$ cat config.mk
export PLATFORM = sky130hd
export DESIGN_NAME = page_allocator_best_worst_fit_unit
export DESIGN_NICKNAME = d
export VERILOG_FILES = /design/src/rtl/pabwf_pkg.sv /design/src/rtl/page_allocator_best_worst_fit_unit.sv /design/src/rtl/pabwf_ram.sv
export SDC_FILE = /design/constraint.sdc
export NUM_CORES = 1
export LEC_CHECK = 0
export BUFFER_PORTS_ARGS = -buffer_cell sky130_fd_sc_hd__buf_4
export CORE_MARGIN = 3
export CORE_UTILIZATION = 60
export CTS_BUF_LIST = sky130_fd_sc_hd__clkbuf_8 sky130_fd_sc_hd__clkbuf_16
export DETAILED_ROUTE_END_ITERATION = 8
export MAX_ROUTING_LAYER = met4
export PLACE_DENSITY = 0.8
export SETUP_SLACK_MARGIN = 0.05
export SLEW_MARGIN = 30
export SYNTH_ARGS = -nofsm -noshare
export SYNTH_HDL_FRONTEND = slang
export SYNTH_SLANG_ARGS = --single-unit
export TNS_END_PERCENT = 1
$ cat constraint.sdc
create_clock -name clk -period 4.1 [get_ports clk]
set_input_delay 0.615 -clock clk [delete_from_list [all_inputs] [get_ports clk]]
set_output_delay 0.615 -clock clk [all_outputs]
set_load 0.01 [all_outputs]
$ cat src/rtl/pabwf_pkg.sv
// ----------------------------------------------------------------------------
// pabwf_pkg
// Shared types and constants for the best/worst fit contiguous page allocator.
// ----------------------------------------------------------------------------
package pabwf_pkg;

  localparam int NUM_PAGES = 32;
  localparam int ID_BITS   = 8;

  localparam int OP_W    = 1;
  localparam int PID_W   = 8;
  localparam int PCNT_W  = 6;
  localparam int START_W = 5;
  localparam int FREED_W = 6;
  localparam int RUNS_W  = 5;

  localparam logic [OP_W-1:0] OP_ALLOC = 1'b0;
  localparam logic [OP_W-1:0] OP_FREE  = 1'b1;

  localparam logic FIT_WORST = 1'b0;
  localparam logic FIT_BEST  = 1'b1;

  localparam int          APB_AW         = 3;
  localparam logic        REG_FIT_POLICY = 1'b0;

  typedef struct packed {
    logic [OP_W-1:0]   operation;
    logic [PID_W-1:0]  program_id;
    logic [PCNT_W-1:0] page_count;
  } req_t;

  typedef struct packed {
    logic               ok;
    logic [START_W-1:0] start_page;
    logic [FREED_W-1:0] pages_freed;
    logic [RUNS_W-1:0]  free_runs;
    logic               id_present;
  } rsp_t;

endpackage

$ cat src/rtl/page_allocator_best_worst_fit_unit.sv
// ----------------------------------------------------------------------------
// page_allocator_best_worst_fit_unit
// Contiguous page allocator with best-fit or worst-fit run selection.
// ----------------------------------------------------------------------------
// Requests enter on req (valid/ready); each request gives one response on
// rsp (valid/ready). Allocate picks a free run at least page_count long,
// the largest (worst fit) or smallest (best fit), earliest on a tie, and
// marks its first pages. Free releases every page of the owner.
// Page state sits in one RAM; a request scans every page once in order,
// one page per cycle on the RAM read port, then a granted allocate
// writes page_count pages, one page per cycle, then the finish state
// loads the response register. A new request is taken as soon as the
// response register is loaded, while that response still waits. If the
// receiver stalls, a finished request waits until the response register
// is free.
// After reset the RAM is cleared one page per cycle;
// req_ready stays low until then. fit_policy resets to worst fit and may
// be written over the APB port at any time the block is idle.
// ----------------------------------------------------------------------------
module page_allocator_best_worst_fit_unit #(
  parameter int NUM_PAGES = pabwf_pkg::NUM_PAGES,
  parameter int ID_BITS   = pabwf_pkg::ID_BITS
) (
  input  logic                          clk,
  input  logic                          rst,
  input  logic                          req_valid,
  output logic                          req_ready,
  input  pabwf_pkg::req_t               req,
  output logic                          rsp_valid,
  input  logic                          rsp_ready,
  output pabwf_pkg::rsp_t               rsp,
  input  logic                          psel,
  input  logic                          penable,
  input  logic                          pwrite,
  input  logic [pabwf_pkg::APB_AW-1:0]  paddr,
  input  logic [31:0]                   pwdata,
  output logic [31:0]                   prdata,
  output logic                          pready
);

  localparam int AW   = $clog2(NUM_PAGES);
  localparam int PCW  = $clog2(NUM_PAGES + 1);
  localparam int KW   = $clog2(NUM_PAGES + 2);
  localparam int CMPW = (PCW > pabwf_pkg::PCNT_W) ? PCW : pabwf_pkg::PCNT_W;
  localparam int MW   = ID_BITS + 1;

  localparam logic [2:0] ST_CLEAR  = 3'd0;
  localparam logic [2:0] ST_IDLE   = 3'd1;
  localparam logic [2:0] ST_SCAN   = 3'd2;
  localparam logic [2:0] ST_MARK   = 3'd3;
  localparam logic [2:0] ST_FINISH = 3'd4;

  logic [2:0] state;
  logic       fit_policy;

  // config port
  logic cfg_wr;
  assign pready = 1'b1;
  assign cfg_wr = psel && penable && pwrite && (paddr[2] == pabwf_pkg::REG_FIT_POLICY);
  assign prdata = (paddr[2] == pabwf_pkg::REG_FIT_POLICY) ? 32'(fit_policy) : 32'd0;

  always_ff @(posedge clk) begin
    if (rst) begin
      fit_policy <= pabwf_pkg::FIT_WORST;
    end else if (cfg_wr) begin
      fit_policy <= pwdata[0];
    end
  end

  // request registers
  logic [pabwf_pkg::OP_W-1:0]   op;
  logic [ID_BITS-1:0]           id;
  logic [pabwf_pkg::PCNT_W-1:0] want;
  logic [ID_BITS-1:0]           req_id;

  always_comb begin
    for (int b = 0; b < ID_BITS; b++) begin
      req_id[b] = (b < pabwf_pkg::PID_W) ? req.program_id[b] : 1'b0;
    end
  end

  // page RAM: {used, owner}
  logic          ram_we;
  logic [AW-1:0] ram_waddr;
  logic [MW-1:0] ram_wdata;
  logic [AW-1:0] ram_raddr;
  logic [MW-1:0] ram_rdata;

  pabwf_ram #(
    .WIDTH (MW),
    .DEPTH (NUM_PAGES)
  ) u_page_ram (
    .clk   (clk),
    .we    (ram_we),
    .waddr (ram_waddr),
    .wdata (ram_wdata),
    .raddr (ram_raddr),
    .rdata (ram_rdata)
  );

  // scan state
  logic [KW-1:0]  k;
  logic [PCW-1:0] mcnt;
  logic [AW-1:0]  clr_cnt;
  logic [PCW-1:0] run_len, run_len_next;
  logic [AW-1:0]  run_start, run_start_next;
  logic [PCW-1:0] runs, runs_next;
  logic [PCW-1:0] freed, freed_next;
  logic           present, present_next;
  logic           found, found_next;
  logic [AW-1:0]  best_start, best_start_next;
  logic [PCW-1:0] best_len, best_len_next;

  logic [KW-1:0] p;
  logic          proc_en;
  logic          p_last;
  logic          match;
  logic          used_eff;
  logic          take;
  logic          fits;

  assign p       = k - KW'(1);
  assign proc_en = (state == ST_SCAN) && (k != '0);
  assign p_last  = (p == KW'(NUM_PAGES));
  assign match   = !p_last && ram_rdata[MW-1] && (ram_rdata[ID_BITS-1:0] == id);
  assign ram_raddr = k[AW-1:0];

  always_comb begin
    run_len_next    = run_len;
    run_start_next  = run_start;
    runs_next       = runs;
    freed_next      = freed;
    present_next    = present;
    found_next      = found;
    best_start_next = best_start;
    best_len_next   = best_len;
    take            = 1'b0;
    fits            = 1'b0;
    if (p_last) begin
      used_eff = 1'b1;
    end else if (op == pabwf_pkg::OP_FREE) begin
      used_eff = ram_rdata[MW-1] && !match;
    end else begin
      used_eff = ram_rdata[MW-1];
    end
    if (proc_en) begin
      present_next = present || match;
      if (match && (op == pabwf_pkg::OP_FREE)) begin
        freed_next = freed + PCW'(1);
      end
      if (!used_eff) begin
        if (run_len == '0) begin
          run_start_next = p[AW-1:0];
        end
        run_len_next = run_len + PCW'(1);
      end else begin
        if (run_len != '0) begin
          runs_next = runs + PCW'(1);
          fits = (op == pabwf_pkg::OP_ALLOC) && (want != '0) &&
                 (CMPW'(run_len) >= CMPW'(want));
          if (fits) begin
            if (!found) begin
              take = 1'b1;
            end else if (fit_policy == pabwf_pkg::FIT_WORST) begin
              take = run_len > best_len;
            end else begin
              take = run_len < best_len;
            end
          end
          if (take) begin
            found_next      = 1'b1;
            best_start_next = run_start;
            best_len_next   = run_len;
          end
        end
        run_len_next = '0;
      end
    end
  end

  // RAM write port
  always_comb begin
    ram_we    = 1'b0;
    ram_waddr = clr_cnt;
    ram_wdata = '0;
    unique case (state)
      ST_CLEAR: begin
        ram_we = 1'b1;
      end
      ST_SCAN: begin
        ram_we    = proc_en && match && (op == pabwf_pkg::OP_FREE);
        ram_waddr = p[AW-1:0];
      end
      ST_MARK: begin
        ram_we    = 1'b1;
        ram_waddr = best_start + mcnt[AW-1:0];
        ram_wdata = {1'b1, id};
      end
      default: begin
        ram_we = 1'b0;
      end
    endcase
  end

  // response
  logic           full_take;
  logic [PCW-1:0] runs_after;
  pabwf_pkg::rsp_t rsp_next;

  assign full_take  = found && (CMPW'(best_len) == CMPW'(want));
  assign runs_after = runs - PCW'(full_take);

  always_comb begin
    rsp_next.ok          = (op == pabwf_pkg::OP_FREE) ? (freed != '0) : found;
    rsp_next.start_page  = found ? pabwf_pkg::START_W'(best_start) : '0;
    rsp_next.pages_freed = pabwf_pkg::FREED_W'(freed);
    rsp_next.free_runs   = pabwf_pkg::RUNS_W'(runs_after);
    rsp_next.id_present  = present;
  end

  assign req_ready = (state == ST_IDLE);

  always_ff @(posedge clk) begin
    if (rst) begin
      state     <= ST_CLEAR;
      clr_cnt   <= '0;
      k         <= '0;
      mcnt      <= '0;
      rsp_valid <= 1'b0;
    end else begin
      if (state == ST_FINISH && (!rsp_valid || rsp_ready)) begin
        rsp_valid <= 1'b1;
      end else if (rsp_valid && rsp_ready) begin
        rsp_valid <= 1'b0;
      end
      unique case (state)
        ST_CLEAR: begin
          clr_cnt <= clr_cnt + AW'(1);
          if (clr_cnt == AW'(NUM_PAGES - 1)) begin
            state <= ST_IDLE;
          end
        end
        ST_IDLE: begin
          if (req_valid) begin
            state <= ST_SCAN;
            k     <= '0;
          end
        end
        ST_SCAN: begin
          k <= k + KW'(1);
          if (p_last && proc_en) begin
            mcnt  <= '0;
            state <= found_next ? ST_MARK : ST_FINISH;
          end
        end
        ST_MARK: begin
          mcnt <= mcnt + PCW'(1);
          if (CMPW'(mcnt) + CMPW'(1) == CMPW'(want)) begin
            state <= ST_FINISH;
          end
        end
        ST_FINISH: begin
          if (!rsp_valid || rsp_ready) begin
            state <= ST_IDLE;
          end
        end
        default: begin
          state <= ST_IDLE;
        end
      endcase
    end
  end

  always_ff @(posedge clk) begin
    if (state == ST_IDLE && req_valid) begin
      op         <= req.operation;
      id         <= req_id;
      want       <= req.page_count;
      run_len    <= '0;
      run_start  <= '0;
      runs       <= '0;
      freed      <= '0;
      present    <= 1'b0;
      found      <= 1'b0;
      best_start <= '0;
      best_len   <= '0;
    end else if (proc_en) begin
      run_len    <= run_len_next;
      run_start  <= run_start_next;
      runs       <= runs_next;
      freed      <= freed_next;
      present    <= present_next;
      found      <= found_next;
      best_start <= best_start_next;
      best_len   <= best_len_next;
    end
    if (state == ST_FINISH && (!rsp_valid || rsp_ready)) begin
      rsp <= rsp_next;
    end
  end

endmodule

$ cat src/rtl/pabwf_ram.sv
// ----------------------------------------------------------------------------
// pabwf_ram
// Generic single-write, single-read RAM with a registered read port.
// ----------------------------------------------------------------------------
module pabwf_ram #(
  parameter int WIDTH = 9,
  parameter int DEPTH = 32
) (
  input  logic                     clk,
  input  logic                     we,
  input  logic [$clog2(DEPTH)-1:0] waddr,
  input  logic [WIDTH-1:0]         wdata,
  input  logic [$clog2(DEPTH)-1:0] raddr,
  output logic [WIDTH-1:0]         rdata
);

  logic [WIDTH-1:0] mem [DEPTH];

  always_ff @(posedge clk) begin
    if (we) begin
      mem[waddr] <= wdata;
    end
    rdata <= mem[raddr];
  end

endmodule
==> impl_metrics.json <==
{
  "instances_no_fill": 1438,
  "finalHoldViolations": 0,
  "dieArea_sq_um": 29400,
  "p_int_w": 0.00783,
  "avgSynthCellArea_sq_um": 16.3,
  "fmax_mhz": 271,
  "outcome": "finished, final reports clean",
  "synth.distinct_cells": 71,
  "io_buffers": 44,
  "peakVddDrop_uv": 405,
  "max-cap-violations": 0,
  "ys_seq_elements": 387,
  "fin_nets": 1159,
  "worst-path-buf-inv": 2,
  "grt_pass1_vias": 9138,
  "setup_viol": 0,
  "htree_levels": 2,
  "yosys-top-cells-area": "edfxtp_1 59%, mux4_2 12%, dfxtp_1 8.0%",
  "synth_top_cell_area_share": 0.587,
  "required_ns": 4.34,
  "gp_congestion": 0.892,
  "p_clk_frac": 0.336,
  "use_met3": 0.0462,
  "die_h_um": 171,
  "timing.final.crit_period_ns": 3.69,
  "drcViolationCount": 0,
  "skew_ns": 0.0251,
  "met1_usage": 0.350,
  "grtUsageMet2": 0.423,
  "worstPathMaxFanout": 7,
  "p_sw_frac": 0.287,
  "rsz0062_at_grt": "no",
  "vias_per_cell": 6.45,
  "worstReg2RegStart": "mcnt[0]",
  "antenna_found_initial": 1,
  "p_leak_nw": 6.08,
  "tritoncts": "yes",
  "cts_hold_buf": 0,
  "critical-path-max-stage-delay_ns": 0.70,
  "syn_inst": 1005,
  "critical-path-top-delay-family": "simple AND/OR/NAND/NOR gates",
  "ant_nets": 0,
  "grt_usage": 0.262,
  "ys_seq_area_frac": 0.667,
  "worst_pin_slew_ns": 0.981,
  "global_route.overflow_total": 0,
  "end_kind": "flop",
  "path_clk_slew_ns": 0.06,
  "cts_resized": 0,
  "power_frac_comb": 0.202,
  "vias": 9272,
  "utilization": 0.706,
  "yosysMostFrequentCell": "edfxtp_1",
  "clk_latency_ns": 0.55,
  "crit_type": "flop to flop",
  "cts_sinks": 387,
  "cts_root_buffer": "clkbuf_16",
  "hold_path_class": "input pin to flop",
  "fin_tns_setup_ns": 0,
  "numCtsBuffers": 40,
  "start_kind": "flop",
  "synth_area_sq_um": 16400,
  "start_util": 0.620,
  "final_layout_size_suffix_gt1_frac": 0.262,
  "drt-initial-drc-count": 1157,
  "grt-busiest-layer": "met2",
  "hold_start": "req[2]",
  "postCtsSetupBuffers": 0,
  "pin_count": 110,
  "yosys.area.top_type": "edfxtp_1",
  "power_density_nw_per_um2": 587,
  "max-clock-path-buffers": 3,
  "power_frac_seq": 0.462,
  "cpMaxStageDelayCell": "nor4_1",
  "cp_cell_sequence": "ha_1 > inv_1 > fa_1 > a211oi_1 > a21oi_1 > nand2b_1 > nand2b_2 > nor4_1 > buf_4",
  "p_sw_w": 0.00316,
  "finalHoldWorstSlack_ns": 0.252,
  "period_share": 0.900,
  "cp-startpoint": "mcnt[0]",
  "dr.pass1.iters": 5,
  "slew_viol_final": 0,
  "grt_max_degree": 40,
  "dp.cells": 1363,
  "fillers": 1578,
  "async_flop_share": 0,
  "ys.flop_type": "edfxtp_1",
  "area_growth_pct": 13.9,
  "synthTopCellsByCount": "321 x edfxtp_1, 90 x mux4_2, 66 x dfxtp_1",
  "core_area_sq_um": 26500,
  "rows": 59,
  "synth_edf_count": 321,
  "wirelength_um": 36500,
  "ys_warn_count": 0,
  "crit_arrival_ns": 3.93,
  "relSlewSlack": 0.346,
  "die_x_um": 171,
  "post_drt_wl_per_cell_um": 25.4,
  "grt_pass1_wl_um": 56200,
  "dpl.hpwl_um": 22300
}
[metal layers]
| layer | vias up | wire [um] |
|---|---|---|
| li1 | 4023 | - |
| met1 | 4714 | 14400 |
| met2 | 461 | 18400 |
| met3 | 74 | 2800 |
| met4 | 0 | 929 |
| met5 | - | 0 |
[sequential cells by signal, summed over array words and instances (netlist names), 3 cells and up]
name,flops
u_page_ram.mem,288
runs,5
want,6
state,3
k,6
run_start,5
clr_cnt,5
best_start,5
best_len,6
run_len,6
freed,6
u_page_ram.rdata,9
id,8
rsp,18
mcnt,6
[path summary, 6_finish.rpt]
check | end | slack, ns | cells past startpoint
setup reg to reg | u_page_ram.mem[23][5] | 0.41 | 9
setup / recovery | u_page_ram.mem[23][5] | 0.41 | 9
hold reg to reg | rsp[0] | 0.45 | 0
hold / removal | want[2] | 0.25 | 1
[area by class of cell]
cell class,instances,area [sq um],area share
Antenna cell,1,2.50,0.000134
Clock buffer,43,1060,0.0569
Clock inverter,30,273,0.0146
Inverter,31,116,0.00622
Multi-Input combinational cell,533,5280,0.282
Sequential cell,387,11000,0.586
Tap cell,335,419,0.0224
Timing Repair Buffer,78,593,0.0317
[cells by family after synthesis]
family / Yosys count / share of synthesized area
and+or+nand+nor: 211 / 0.0698
AOI/OAI and AO/OA: 110 / 0.0452
adders and majority gates: 31 / 0.0241
xor gates and xnor gates: 40 / 0.0213
muxes: 109 / 0.136
buffers and inverters: 115 / 0.0364
DFF: 387 / 0.667
other: 2 / 0.000457
[layout by cell type (no fill, tap or decap), drive strengths merged, types with 9 or more instances in the layout]
| cell | count |
|---|---|
| nor3 | 9 |
| edfxtp | 321 |
| inv | 37 |
| buf | 78 |
| nor2 | 39 |
| mux4 | 90 |
| nand2 | 34 |
| conb | 32 |
| ha | 30 |
| a21oi | 41 |
| and2 | 10 |
| clkinv | 19 |
| dfxtp | 66 |
| nand2b | 10 |
| mux2 | 11 |
| nor4 | 35 |
| xnor2 | 24 |
| nand3 | 30 |
| nand4 | 10 |
| and3 | 13 |
| clkbuf | 43 |
| xor2 | 16 |
| o21ai | 25 |
[power by group through the flow]
stage                     combinational (W)  sequential [W]  clock, W
final                               0.00222         0.00508   0.00369
after global routing                0.00239         0.00512   0.00386
after CTS                           0.00221         0.00507   0.00372
after detailed placement            0.00216         0.00514         0
after global placement              0.00198         0.00512         0
after floorplan                     0.00150         0.00502         0
[metrics by stage]
| step | setup slack (ns) | power [W] | cell area [sq um] |
|---|---|---|---|
| after detailed placement | 0.597 | 0.00730 | 17400 |
| after global placement | 0.555 | 0.00710 | 17200 |
| after floorplan | 0.378 | 0.00652 | 16500 |
| after CTS | 0.475 | 0.0110 | 18700 |
| final | 0.410 | 0.0110 | 18700 |
| after global routing | 0.290 | 0.0114 | 18700 |
(Power assumes the default switching activity.)
